--- src/rtl/wwfr_pkg.sv ---
// shared types, constants and helpers of the whole-word find-and-replace block
package wwfr_pkg;

    // most results that one source byte may cause
    localparam int RESULT_LIMIT = 16;
    localparam int N_W          = $clog2(RESULT_LIMIT + 1);

    // depth of the result queue in front of the output port
    localparam int OUTQ_DEPTH = 2;

    // configuration register indexes
    localparam int CFG_IDX_W = 3;
    localparam logic [CFG_IDX_W-1:0] CFG_SEARCH_TEXT    = 3'd0;
    localparam logic [CFG_IDX_W-1:0] CFG_SEARCH_LENGTH  = 3'd1;
    localparam logic [CFG_IDX_W-1:0] CFG_REPLACE_TEXT   = 3'd2;
    localparam logic [CFG_IDX_W-1:0] CFG_REPLACE_LENGTH = 3'd3;
    localparam logic [CFG_IDX_W-1:0] CFG_WHOLE_WORD     = 3'd4;

    localparam logic [7:0] UNDERSCORE = 8'h5F;

    typedef enum logic [1:0] {
        ST_IDLE,
        ST_RUN,
        ST_BURST
    } eng_state_t;

    typedef struct packed {
        logic [7:0] data;
        logic       run_last;
        logic       text_done;
    } result_t;

    // letters, digits and underscore
    function automatic logic is_word(input logic [7:0] c);
        logic lower;
        logic upper;
        logic digit;
        lower = (c >= 8'h61) && (c <= 8'h7A);
        upper = (c >= 8'h41) && (c <= 8'h5A);
        digit = (c >= 8'h30) && (c <= 8'h39);
        return lower || upper || digit || (c == UNDERSCORE);
    endfunction

    function automatic logic [7:0] byte_of(input logic [63:0] w, input logic [2:0] i);
        return w[8*i +: 8];
    endfunction

endpackage

--- src/rtl/wwfr_cell.sv ---
// one byte cell of the held-back window, with its compare and word-class flag
module wwfr_cell
    import wwfr_pkg::*;
(
    input  logic       clk,
    input  logic       adv,
    input  logic       ins,
    input  logic [7:0] ins_byte,
    input  logic       shift,
    input  logic [7:0] next_view,
    input  logic [7:0] key_byte,
    output logic [7:0] view,
    output logic       eq,
    output logic       word
);

    logic [7:0] data_reg;
    logic [7:0] data_next;

    // incoming source byte lands here when this cell is the first free one
    assign view      = ins ? ins_byte : data_reg;
    assign eq        = (view == key_byte);
    assign word      = is_word(view);
    assign data_next = shift ? next_view : view;

    always_ff @(posedge clk)
    begin
        if (adv)
        begin
            data_reg <= data_next;
        end
    end

endmodule

--- src/rtl/wwfr_out_queue.sv ---
// small result queue that decouples the engine from the output port
module wwfr_out_queue
    import wwfr_pkg::*;
(
    input  logic    clk,
    input  logic    rst_n,
    input  logic    push,
    input  result_t push_item,
    output logic    full,
    output logic    out_valid,
    input  logic    out_ready,
    output result_t out_item
);

    localparam int QP_W = (OUTQ_DEPTH > 1) ? $clog2(OUTQ_DEPTH) : 1;
    localparam int QC_W = $clog2(OUTQ_DEPTH + 1);

    result_t           mem_reg [OUTQ_DEPTH];
    logic [QP_W-1:0]   wr_ptr_reg;
    logic [QP_W-1:0]   wr_ptr_next;
    logic [QP_W-1:0]   rd_ptr_reg;
    logic [QP_W-1:0]   rd_ptr_next;
    logic [QC_W-1:0]   cnt_reg;
    logic [QC_W-1:0]   cnt_next;
    logic              pop;

    assign full      = (cnt_reg == QC_W'(OUTQ_DEPTH));
    assign out_valid = (cnt_reg != '0);
    assign out_item  = mem_reg[rd_ptr_reg];
    assign pop       = out_valid && out_ready;

    always_comb
    begin
        wr_ptr_next = wr_ptr_reg;
        rd_ptr_next = rd_ptr_reg;
        cnt_next    = cnt_reg;
        if (push)
        begin
            wr_ptr_next = (wr_ptr_reg == QP_W'(OUTQ_DEPTH - 1)) ? '0 : wr_ptr_reg + 1'b1;
        end
        if (pop)
        begin
            rd_ptr_next = (rd_ptr_reg == QP_W'(OUTQ_DEPTH - 1)) ? '0 : rd_ptr_reg + 1'b1;
        end
        if (push && !pop)
        begin
            cnt_next = cnt_reg + 1'b1;
        end
        else if (pop && !push)
        begin
            cnt_next = cnt_reg - 1'b1;
        end
    end

    always_ff @(posedge clk or negedge rst_n)
    begin
        if (!rst_n)
        begin
            wr_ptr_reg <= '0;
            rd_ptr_reg <= '0;
            cnt_reg    <= '0;
        end
        else
        begin
            wr_ptr_reg <= wr_ptr_next;
            rd_ptr_reg <= rd_ptr_next;
            cnt_reg    <= cnt_next;
        end
    end

    always_ff @(posedge clk)
    begin
        if (push)
        begin
            mem_reg[wr_ptr_reg] <= push_item;
        end
    end

endmodule

--- src/rtl/whole_word_find_replace.sv ---
// whole-word find-and-replace over a byte stream: top level with window control
//
// source text arrives one byte per request and leaves rewritten, one byte per
// output request; run_last marks the last byte caused by a request and text_done the
// final byte of a text. held-back bytes sit in a row of SEARCH_MAX+1 byte cells
// that compare against the search string in parallel and shift one place a cycle
// while the result queue has room; plain text passes at one byte per cycle on the
// same terms. a replaced match emits the replacement while dropping the match, a
// match left as is (word byte on either side) passes through byte by byte; both are
// set by the single output byte per cycle and the one-place shift of the cell row.
// a decision waits for the next byte when a whole-word match reaches the end of the
// window, and the window is flushed at each end of text. a byte goes out through the
// input register, cell row, last-byte hold and result queue. the user must write
// configuration only while no text byte is in flight; the block does not enforce it.
module whole_word_find_replace
    import wwfr_pkg::*;
#(
    parameter int SEARCH_MAX  = 8,
    parameter int REPLACE_MAX = 8
)
(
    input  logic                 clk,
    input  logic                 rst_n,
    // source text requests
    input  logic                 in_valid,
    output logic                 in_ready,
    input  logic [7:0]           text_byte,
    input  logic                 end_of_text,
    // rewritten text requests
    output logic                 out_valid,
    input  logic                 out_ready,
    output logic [7:0]           out_byte,
    output logic                 run_last,
    output logic                 text_done,
    // configuration writes
    input  logic                 cfg_valid,
    output logic                 cfg_ready,
    input  logic [CFG_IDX_W-1:0] cfg_index,
    input  logic [63:0]          cfg_data
);

    // window depth: a full search string plus the byte after it
    localparam int DEPTH = SEARCH_MAX + 1;
    localparam int CMAX  = (DEPTH > REPLACE_MAX) ? DEPTH : REPLACE_MAX;
    localparam int CW    = $clog2(CMAX + 1);

    // configuration registers
    logic [63:0] search_text_reg;
    logic [3:0]  search_length_reg;
    logic [63:0] replace_text_reg;
    logic [3:0]  replace_length_reg;
    logic        whole_word_reg;

    // input register
    logic        buf_valid_reg;
    logic [7:0]  buf_byte_reg;
    logic        buf_eot_reg;

    // engine state
    eng_state_t  state_reg;
    eng_state_t  state_next;
    logic [CW-1:0]  count_reg;
    logic [CW-1:0]  count_next;
    logic [7:0]     before_reg;
    logic [7:0]     before_next;
    logic           before_valid_reg;
    logic           before_valid_next;
    logic [N_W-1:0] n_reg;
    logic [N_W-1:0] n_next;
    logic [CW-1:0]  k_reg;
    logic [CW-1:0]  k_next;
    logic [CW-1:0]  blen_reg;
    logic [CW-1:0]  blen_next;
    logic           rep_reg;
    logic           rep_next;
    logic           eot_reg;
    logic           eot_next;

    // last-byte hold stage
    logic        hold_valid_reg;
    logic        hold_valid_next;
    logic [7:0]  hold_byte_reg;
    logic [7:0]  hold_byte_next;
    logic        end_reg;
    logic        end_eot_reg;

    // cell row
    logic [7:0]       view [DEPTH];
    logic [DEPTH-1:0] eq;
    logic [DEPTH-1:0] word;
    logic [DEPTH-1:0] ins;

    // control
    logic          q_full;
    logic          adv;
    logic          take;
    logic          ins_ok;
    logic [CW-1:0] count_v;
    logic          step_eot;
    logic          eval_now;
    logic          burst_now;
    logic [CW-1:0] len;
    logic [CW-1:0] rlen;
    logic          hit_cmp;
    logic          after_word;
    logic          before_word;
    logic          full_win;
    logic          hit;
    logic          have_after;
    logic          ev_brk;
    logic          ev_rep;
    logic [CW-1:0] ev_size;
    logic [CW-1:0] ev_blen;
    logic          act;
    logic          act_rep;
    logic [CW-1:0] act_k;
    logic [CW-1:0] act_blen;
    logic          emit_now;
    logic [7:0]    emit_byte;
    logic          drop_now;
    logic          unit_last;
    logic [CW-1:0] count_after;
    logic          pred_brk;
    logic          step_end;
    logic          push;
    result_t       push_item;
    result_t       out_item;

    // ------------------------------------------------------------------
    // configuration, always accepted
    // ------------------------------------------------------------------
    assign cfg_ready = 1'b1;

    always_ff @(posedge clk or negedge rst_n)
    begin
        if (!rst_n)
        begin
            search_text_reg    <= '0;
            search_length_reg  <= 4'd1;
            replace_text_reg   <= '0;
            replace_length_reg <= '0;
            whole_word_reg     <= 1'b0;
        end
        else if (cfg_valid)
        begin
            unique case (cfg_index)
                CFG_SEARCH_TEXT:    search_text_reg    <= cfg_data;
                CFG_SEARCH_LENGTH:  search_length_reg  <= cfg_data[3:0];
                CFG_REPLACE_TEXT:   replace_text_reg   <= cfg_data;
                CFG_REPLACE_LENGTH: replace_length_reg <= cfg_data[3:0];
                CFG_WHOLE_WORD:     whole_word_reg     <= cfg_data[0];
                default:            ;
            endcase
        end
    end

    // an empty search acts as one byte, long lengths saturate
    assign len = (search_length_reg == 4'd0)             ? CW'(1) :
                 (search_length_reg > 4'(SEARCH_MAX))    ? CW'(SEARCH_MAX) :
                                                           CW'(search_length_reg);
    assign rlen = (replace_length_reg > 4'(REPLACE_MAX)) ? CW'(REPLACE_MAX) :
                                                           CW'(replace_length_reg);

    // ------------------------------------------------------------------
    // input register and step start
    // ------------------------------------------------------------------
    assign adv      = !q_full;
    assign take     = adv && (state_reg == ST_IDLE) && buf_valid_reg;
    assign in_ready = !buf_valid_reg || take;

    always_ff @(posedge clk or negedge rst_n)
    begin
        if (!rst_n)
        begin
            buf_valid_reg <= 1'b0;
        end
        else if (in_valid && in_ready)
        begin
            buf_valid_reg <= 1'b1;
        end
        else if (take)
        begin
            buf_valid_reg <= 1'b0;
        end
    end

    always_ff @(posedge clk)
    begin
        if (in_valid && in_ready)
        begin
            buf_byte_reg <= text_byte;
            buf_eot_reg  <= end_of_text;
        end
    end

    // a full window drops the new byte
    assign ins_ok   = take && (count_reg < CW'(DEPTH));
    assign count_v  = count_reg + CW'(ins_ok);
    assign step_eot = (state_reg == ST_IDLE) ? buf_eot_reg : eot_reg;

    // ------------------------------------------------------------------
    // row of window cells, cell 0 holds the oldest byte
    // ------------------------------------------------------------------
    for (genvar i = 0; i < DEPTH; i++)
    begin : g_cell
        logic [7:0] nbr;
        logic [7:0] key;

        assign ins[i] = ins_ok && (count_reg == CW'(i));

        if (i == DEPTH - 1)
        begin : g_tail
            assign nbr = 8'h00;
            assign key = 8'h00;
        end
        else
        begin : g_body
            assign nbr = view[i+1];
            assign key = search_text_reg[8*i +: 8];
        end

        wwfr_cell u_cell (
            .clk       (clk),
            .adv       (adv),
            .ins       (ins[i]),
            .ins_byte  (buf_byte_reg),
            .shift     (drop_now),
            .next_view (nbr),
            .key_byte  (key),
            .view      (view[i]),
            .eq        (eq[i]),
            .word      (word[i])
        );
    end

    // ------------------------------------------------------------------
    // match decision at the head of the window
    // ------------------------------------------------------------------
    always_comb
    begin
        hit_cmp    = 1'b1;
        after_word = 1'b0;
        for (int i = 0; i < SEARCH_MAX; i++)
        begin
            if ((CW'(i) < len) && !eq[i])
            begin
                hit_cmp = 1'b0;
            end
        end
        // byte just after the candidate match
        for (int i = 0; i < DEPTH; i++)
        begin
            if (CW'(i) == len)
            begin
                after_word = word[i];
            end
        end
    end

    assign before_word = before_valid_reg && is_word(before_reg);
    assign full_win    = (count_v >= len);
    assign hit         = full_win && hit_cmp;
    assign have_after  = (count_v > len);
    assign eval_now    = take || (adv && (state_reg == ST_RUN));
    assign burst_now   = adv && (state_reg == ST_BURST);

    always_comb
    begin
        ev_rep  = hit && !(whole_word_reg && (before_word || (have_after && after_word)));
        ev_size = hit ? (ev_rep ? rlen : len) : CW'(1);
        ev_blen = hit ? (ev_rep ? ((rlen > len) ? rlen : len) : len) : CW'(1);
        priority if (count_v == '0)
        begin
            ev_brk = 1'b1;
        end
        else if (!full_win && !step_eot)
        begin
            // could still grow into a match
            ev_brk = 1'b1;
        end
        else if (hit && whole_word_reg && !have_after && !step_eot)
        begin
            // whole-word check needs the byte after the match
            ev_brk = 1'b1;
        end
        else if (({1'b0, n_reg} + (N_W+1)'(ev_size)) > (N_W+1)'(RESULT_LIMIT))
        begin
            // unit would overrun the results of this request
            ev_brk = 1'b1;
        end
        else
        begin
            ev_brk = 1'b0;
        end
    end

    // ------------------------------------------------------------------
    // one unit step per cycle while the result queue has room: emit one byte and/or drop one cell
    // ------------------------------------------------------------------
    assign act      = (eval_now && !ev_brk) || burst_now;
    assign act_rep  = burst_now ? rep_reg  : ev_rep;
    assign act_k    = burst_now ? k_reg    : '0;
    assign act_blen = burst_now ? blen_reg : ev_blen;

    assign emit_now  = act && (!act_rep || (act_k < rlen));
    assign emit_byte = act_rep ? byte_of(replace_text_reg, 3'(act_k)) : view[0];
    assign drop_now  = act && (!act_rep || (act_k < len));
    assign unit_last = act && (act_k == act_blen - 1'b1);

    assign count_after = count_v - CW'(drop_now);
    // next decision would only wait, so end the request now
    assign pred_brk    = unit_last &&
                         ((count_after == '0) || ((count_after < len) && !step_eot));
    assign step_end    = (eval_now && ev_brk) || pred_brk;

    // next state
    always_comb
    begin
        state_next = state_reg;
        unique case (state_reg)
            ST_IDLE:
            begin
                if (take)
                begin
                    state_next = step_end ? ST_IDLE : (unit_last ? ST_RUN : ST_BURST);
                end
            end
            ST_RUN, ST_BURST:
            begin
                if (adv)
                begin
                    state_next = step_end ? ST_IDLE : (unit_last ? ST_RUN : ST_BURST);
                end
            end
            default:
            begin
                state_next = ST_IDLE;
            end
        endcase
    end

    // datapath updates
    always_comb
    begin
        count_next        = count_reg;
        before_next       = before_reg;
        before_valid_next = before_valid_reg;
        n_next            = n_reg;
        k_next            = k_reg;
        blen_next         = blen_reg;
        rep_next          = rep_reg;
        eot_next          = eot_reg;
        if (take)
        begin
            eot_next = buf_eot_reg;
        end
        if (eval_now || burst_now)
        begin
            count_next = count_after;
            n_next     = n_reg + N_W'(emit_now);
            if (drop_now)
            begin
                before_next       = view[0];
                before_valid_next = 1'b1;
            end
            if (act)
            begin
                k_next = act_k + 1'b1;
            end
            if (eval_now && !ev_brk)
            begin
                blen_next = ev_blen;
                rep_next  = ev_rep;
            end
            if (step_end)
            begin
                n_next = '0;
                if (step_eot)
                begin
                    // flush done, next text starts clean
                    count_next        = '0;
                    before_next       = 8'h00;
                    before_valid_next = 1'b0;
                end
            end
        end
    end

    always_ff @(posedge clk or negedge rst_n)
    begin
        if (!rst_n)
        begin
            state_reg        <= ST_IDLE;
            count_reg        <= '0;
            before_reg       <= 8'h00;
            before_valid_reg <= 1'b0;
            n_reg            <= '0;
            k_reg            <= '0;
            blen_reg         <= '0;
            rep_reg          <= 1'b0;
            eot_reg          <= 1'b0;
        end
        else
        begin
            state_reg        <= state_next;
            count_reg        <= count_next;
            before_reg       <= before_next;
            before_valid_reg <= before_valid_next;
            n_reg            <= n_next;
            k_reg            <= k_next;
            blen_reg         <= blen_next;
            rep_reg          <= rep_next;
            eot_reg          <= eot_next;
        end
    end

    // ------------------------------------------------------------------
    // hold the newest byte until it is known whether it ends its request
    // ------------------------------------------------------------------
    assign push = adv && hold_valid_reg && (emit_now || end_reg);

    always_comb
    begin
        push_item.data      = hold_byte_reg;
        push_item.run_last  = end_reg;
        push_item.text_done = end_reg && end_eot_reg;
    end

    always_comb
    begin
        hold_valid_next = hold_valid_reg;
        hold_byte_next  = hold_byte_reg;
        if (emit_now)
        begin
            hold_valid_next = 1'b1;
            hold_byte_next  = emit_byte;
        end
        else if (push)
        begin
            hold_valid_next = 1'b0;
        end
    end

    always_ff @(posedge clk or negedge rst_n)
    begin
        if (!rst_n)
        begin
            hold_valid_reg <= 1'b0;
            end_reg        <= 1'b0;
            end_eot_reg    <= 1'b0;
        end
        else if (adv)
        begin
            hold_valid_reg <= hold_valid_next;
            end_reg        <= step_end;
            end_eot_reg    <= step_end && step_eot;
        end
    end

    always_ff @(posedge clk)
    begin
        hold_byte_reg <= hold_byte_next;
    end

    // ------------------------------------------------------------------
    // result queue and output port
    // ------------------------------------------------------------------
    wwfr_out_queue u_queue (
        .clk       (clk),
        .rst_n     (rst_n),
        .push      (push),
        .push_item (push_item),
        .full      (q_full),
        .out_valid (out_valid),
        .out_ready (out_ready),
        .out_item  (out_item)
    );

    assign out_byte  = out_item.data;
    assign run_last  = out_item.run_last;
    assign text_done = out_item.text_done;

`ifndef NO_ASSERTIONS
    a_count_bound: assert property (@(posedge clk) disable iff (!rst_n)
        count_reg <= CW'(DEPTH))
        else $error("window count beyond cell row");

    a_result_bound: assert property (@(posedge clk) disable iff (!rst_n)
        n_reg <= N_W'(RESULT_LIMIT))
        else $error("too many results for one request");

    a_flush_clears: assert property (@(posedge clk) disable iff (!rst_n)
        (adv && step_end && step_eot) |=> ((count_reg == '0) && !before_valid_reg))
        else $error("window not cleared after end of text");

    a_burst_index: assert property (@(posedge clk) disable iff (!rst_n)
        (state_reg == ST_BURST) |-> (k_reg < blen_reg))
        else $error("burst index past burst length");

    a_no_push_full: assert property (@(posedge clk) disable iff (!rst_n)
        (emit_now && hold_valid_reg) |-> push)
        else $error("held byte overwritten without being queued");
`endif

endmodule
--- config.mk ---
export PLATFORM = sky130hd
export DESIGN_NAME = whole_word_find_replace
export DESIGN_NICKNAME = d
export VERILOG_FILES = /design/src/rtl/wwfr_pkg.sv /design/src/rtl/wwfr_cell.sv /design/src/rtl/wwfr_out_queue.sv /design/src/rtl/whole_word_find_replace.sv
export SDC_FILE = /design/constraint.sdc
export NUM_CORES = 1
export LEC_CHECK = 0
export BUFFER_PORTS_ARGS = -buffer_cell sky130_fd_sc_hd__clkbuf_2
export CELL_PAD_IN_SITES_DETAIL_PLACEMENT = 0
export CELL_PAD_IN_SITES_GLOBAL_PLACEMENT = 2
export CORE_ASPECT_RATIO = 1.2
export CORE_MARGIN = 2
export CORE_UTILIZATION = 44
export DETAILED_ROUTE_END_ITERATION = 12
export PLACE_DENSITY = 0.86
export SYNTH_ARGS = -nofsm -noshare
export SYNTH_HDL_FRONTEND = slang
export SYNTH_SLANG_ARGS = --single-unit
--- constraint.sdc ---
create_clock -name clk -period 14.5 [get_ports clk]
set_input_delay 0.725 -clock clk [delete_from_list [all_inputs] [get_ports clk]]
set_output_delay 0.725 -clock clk [all_outputs]
set_load 0.005 [all_outputs]
==> results.md <==
- The quantity of I/O buffers inserted on ports is 92.
- The timing-limited maximum frequency is 95.7 MHz.
- The floorplan step set the die width to 180 um.
- Hold repair after CTS inserted 0 buffers.
- The number of cells in the finished layout apart from fillers is 2140.
- The wire length after detailed routing is 52100 um.
- The count of max-cap constraint violations is 0.
- In the synthesized netlist the dominant register cell turns out to be dfrtp_1.
- The share of the Yosys chip area taken by registers is 46.9%.
- The later-pin clock latency in the skew report is 0.60 ns.
- The number of placed cells counting well taps is 2082.
- The root buffer cell chosen for the clock tree is clkbuf_16.
- The number of global-route vias before repair was 13000.
- In this run the worst path has a maximum fanout of 57.
- The run finished with clean final reports.
- The routability congestion estimate from global placement is 0.895.
- After floorplanning, the core was sized to cover 36700 sq um.
- For this block, the initial DRC count from the detailed router was 1113.
- The slowest stage of the critical path is the clkinv_2 cell.
- Cells fill 49.8% of the core in the end.
- The via-per-instance ratio is 6.05.
- A synthesized cell averages 10.4 sq um.
- The leakage power summed over all cells is 7.49 nW.
- In this run the cell area measured after placement is 17200 sq um.
- The number of vias in the routed layout is 12900.
- STA puts the critical path data arrival time at 10.99 ns.
- Synthesis produced 1574 cells.
- In this run, synthesis inferred 109 flip-flops with an integrated enable.
- The number of max-slew violations in the final report is 0.
- The number of antenna diodes in the final layout is 0.
- The clock period minus final worst setup slack is 10.45 ns.
- After global routing the overflow that remains totals 0.
- STA classifies the critical path endpoint as a register.
- The final cell area excluding filler cells is 18300 sq um.
- Across the VDD grid, the largest voltage drop is 0.107 mV.
- Once detail routing completed, the nets flagged for antenna violations numbered 0.
- Clock tree synthesis inserted a total of 31 buffers.
- The first TritonRoute pass finished after 7 iterations.
- At the end of the flow, the number of nets in the layout was 1757.
- At the pin with the least slew margin, the transition time is 1.08 ns.
- The floorplan has 77 rows.
- The number of buffers between clock root and the deepest sink is 3.
- The post-DP HPWL is 38100 um.
- The summed instance area of the synthesized netlist is 16300 sq um.
- The starting density of the core is 44.4%.
- STA classifies the critical path startpoint as a register.
- The first-pass GRT wire length is 80500 um.
- Dividing the detail-routed wire length by the instance count gives 24.3 um.
- The overall fraction of global-route tracks in use is 27.0%.
- The worst setup path is of the register to register kind.
- The area of the die is 38600 sq um.
- The clock input transition at the sequential cells of the worst setup and hold paths is 0.06 ns.
- The worst path setup slack after routing is 4.05 ns.
- The register with the most flip-flops in the layout has 72 of them.
- Entering global routing, the biggest net connects 95 pins.
- The number of nets in the synthesized netlist is 1690.
- The initial antenna violation count came to 1.
- The power density over the cells is 237 nW/um^2.
- The worst pin sits at a relative slew slack of 27.6%.
- For this run, the slowest stage of the critical path takes 0.75 ns.
- Summing internal, switching and leakage power gives 4.33 mW.
- Of the available clock period, the critical path in the final layout requires 72.1%.
- Setup repair after global routing left no endpoint under its margin.
- The fraction of layout instances using a drive strength above 1 is 20.6%.
- CTS built an H-tree with a depth of 1.
- The number of gates given a new drive strength after cts is 0.
- The worst hold path belongs to the class input pin to async pin.
- Final hold analysis gives a worst-case slack of 0.147 ns.
- STA puts the critical path data required time at 15.04 ns.
- The area growth from synthesis to layout is 12.0%.
- The number of synthesis warnings is 0.
- The flip-flop and latch count after synthesis is 284.
- The height of the die is 215 um.
- Setup violations remaining at the end of the flow were counted as 0.
- The count of unresolved DRC violations after routing is 0.
- The number of hold-slack violations in the final timing report is 0.
- The clock drives 284 sinks.
- The path depth of the worst reg2reg path is 35.
- The worst setup slack after placement is 4.11 ns.
- The distinct cell type count after synthesis is 95.
- The largest clock skew in the final design is 0.0181 ns.
- The number of buffers added for setup after CTS is 0.
- After routing, the total negative slack on setup checks comes to 0 ns.
- The clock tree from TritonCTS is done.
- The async set-or-reset flop fraction in the synthesized netlist is 61.6%.
- During I/O placement, the number of pins put on the boundary was 94.
- Counting the fill cells in the layout gives 3397.
==> cells by family (layout without fill, tap and decap cells) <==
group	Yosys count	count (layout)	share of synthesized area, %
AOI/OAI and AO/OA	303	303	12.8
xor gates and xnor gates	69	69	3.71
adders and majority gates	35	35	2.73
buffers and inverters	142	234	3.41
DFF	284	284	46.9
muxes	200	200	14.1
other	1	1	0.0230
and+or+nand+nor	540	540	16.3
==> per-layer routing <==
metal	vias to the layer above	wire, um	track usage (%)	share of wire [%]
li1	5945	-	-	-
met1	6422	20700	33.6	40
met2	446	26200	47.5	50
met3	132	2840	3.46	5.5
met4	2	2290	10.7	4.4
met5	-	13	0	0.025
==> placed cells by master (no fill, tap or decap), types with 9 or more instances in the layout <==
master	n
nand2_1	102
clkbuf_16	32
buf_4	24
nor2_1	191
ha_1	34
o31ai_1	9
o221ai_1	9
o22ai_1	45
nor4_1	15
edfxtp_1	109
inv_1	57
a21oi_1	67
a211oi_1	11
xor2_1	32
clkbuf_1	9
nor3_1	74
o31a_1	10
mux2i_1	50
o21ai_0	47
nand3_1	39
mux4_2	9
o21a_1	12
xnor2_1	37
a31oi_1	22
nand4_1	15
mux2_2	138
nor2b_1	19
clkbuf_2	91
nand2b_1	9
and3_1	18
dfrtp_1	174
==> report_power, final <==
part | internal (mW) | leakage [nW] | switching [mW] | total (mW)
registers | 1.24 | 3.18 | 0.349 | 1.59
clock network | 0.473 | 0.519 | 0.339 | 0.812
logic | 0.740 | 3.80 | 1.19 | 1.93
total | 2.45 | 7.49 | 1.88 | 4.33
==> final timing paths <==
path / from / end / slack [ns]
setup reg to reg: u_queue.cnt_reg[0] / end_reg / 4.05
hold / removal: rst_n / buf_valid_reg / 0.15
max in group asynchronous: rst_n / replace_text_reg[47] / 12.61
min in group clk: text_byte[2] / buf_byte_reg[2] / 0.29
setup / recovery: u_queue.cnt_reg[0] / end_reg / 4.05
hold reg to reg: hold_byte_reg[4] / u_queue.mem_reg[0][6] / 0.45
==> Yosys cell counts (10+ instances only) <==
master / number / area share (%)
clkbuf_1: 61 / 1.4
nor2_1: 192 / 4.4
a21oi_1: 67 / 2.1
nand3_1: 39 / 1.2
mux2i_1: 50 / 3.1
o31a_1: 10 / 0.54
mux2_2: 138 / 9.5
o22ai_1: 45 / 1.7
o21ai_0: 47 / 1.4
a211oi_1: 11 / 0.51
buf_2: 10 / 0.31
nand2_1: 102 / 2.3
a31oi_1: 22 / 0.84
nand4_1: 15 / 0.58
o21a_1: 12 / 0.55
nor2b_1: 19 / 0.73
dfrtp_1: 174 / 27
xor2_1: 32 / 1.7
nor3_1: 75 / 2.3
nor4_1: 15 / 0.58
edfxtp_1: 109 / 20
inv_1: 57 / 1.3
and3_1: 18 / 0.69
ha_1: 34 / 2.6
xnor2_1: 37 / 2.0
==> final cells by class <==
type,instances,area (sq um),area share (%)
tap,474,593,3.25
multi-input combinational,1148,8110,44.4
inverter,60,226,1.24
clock buffer,47,917,5.02
clock inverter,11,123,0.671
sequential,284,7650,41.9
timing repair buffer,116,647,3.54
==> worst max-delay path, delay by kind of cell (launching register included) <==
family / cells / cell delay [ns]
and+or+nand+nor: 8 / 1.96
buffers and inverters: 7 / 2.99
muxes: 1 / 0.58
xor gates and xnor gates: 3 / 0.48
AOI/OAI and AO/OA: 11 / 2.49
DFF: 1 / 0.45
adders and majority gates: 5 / 1.35
(Power assumes the default switching activity.)
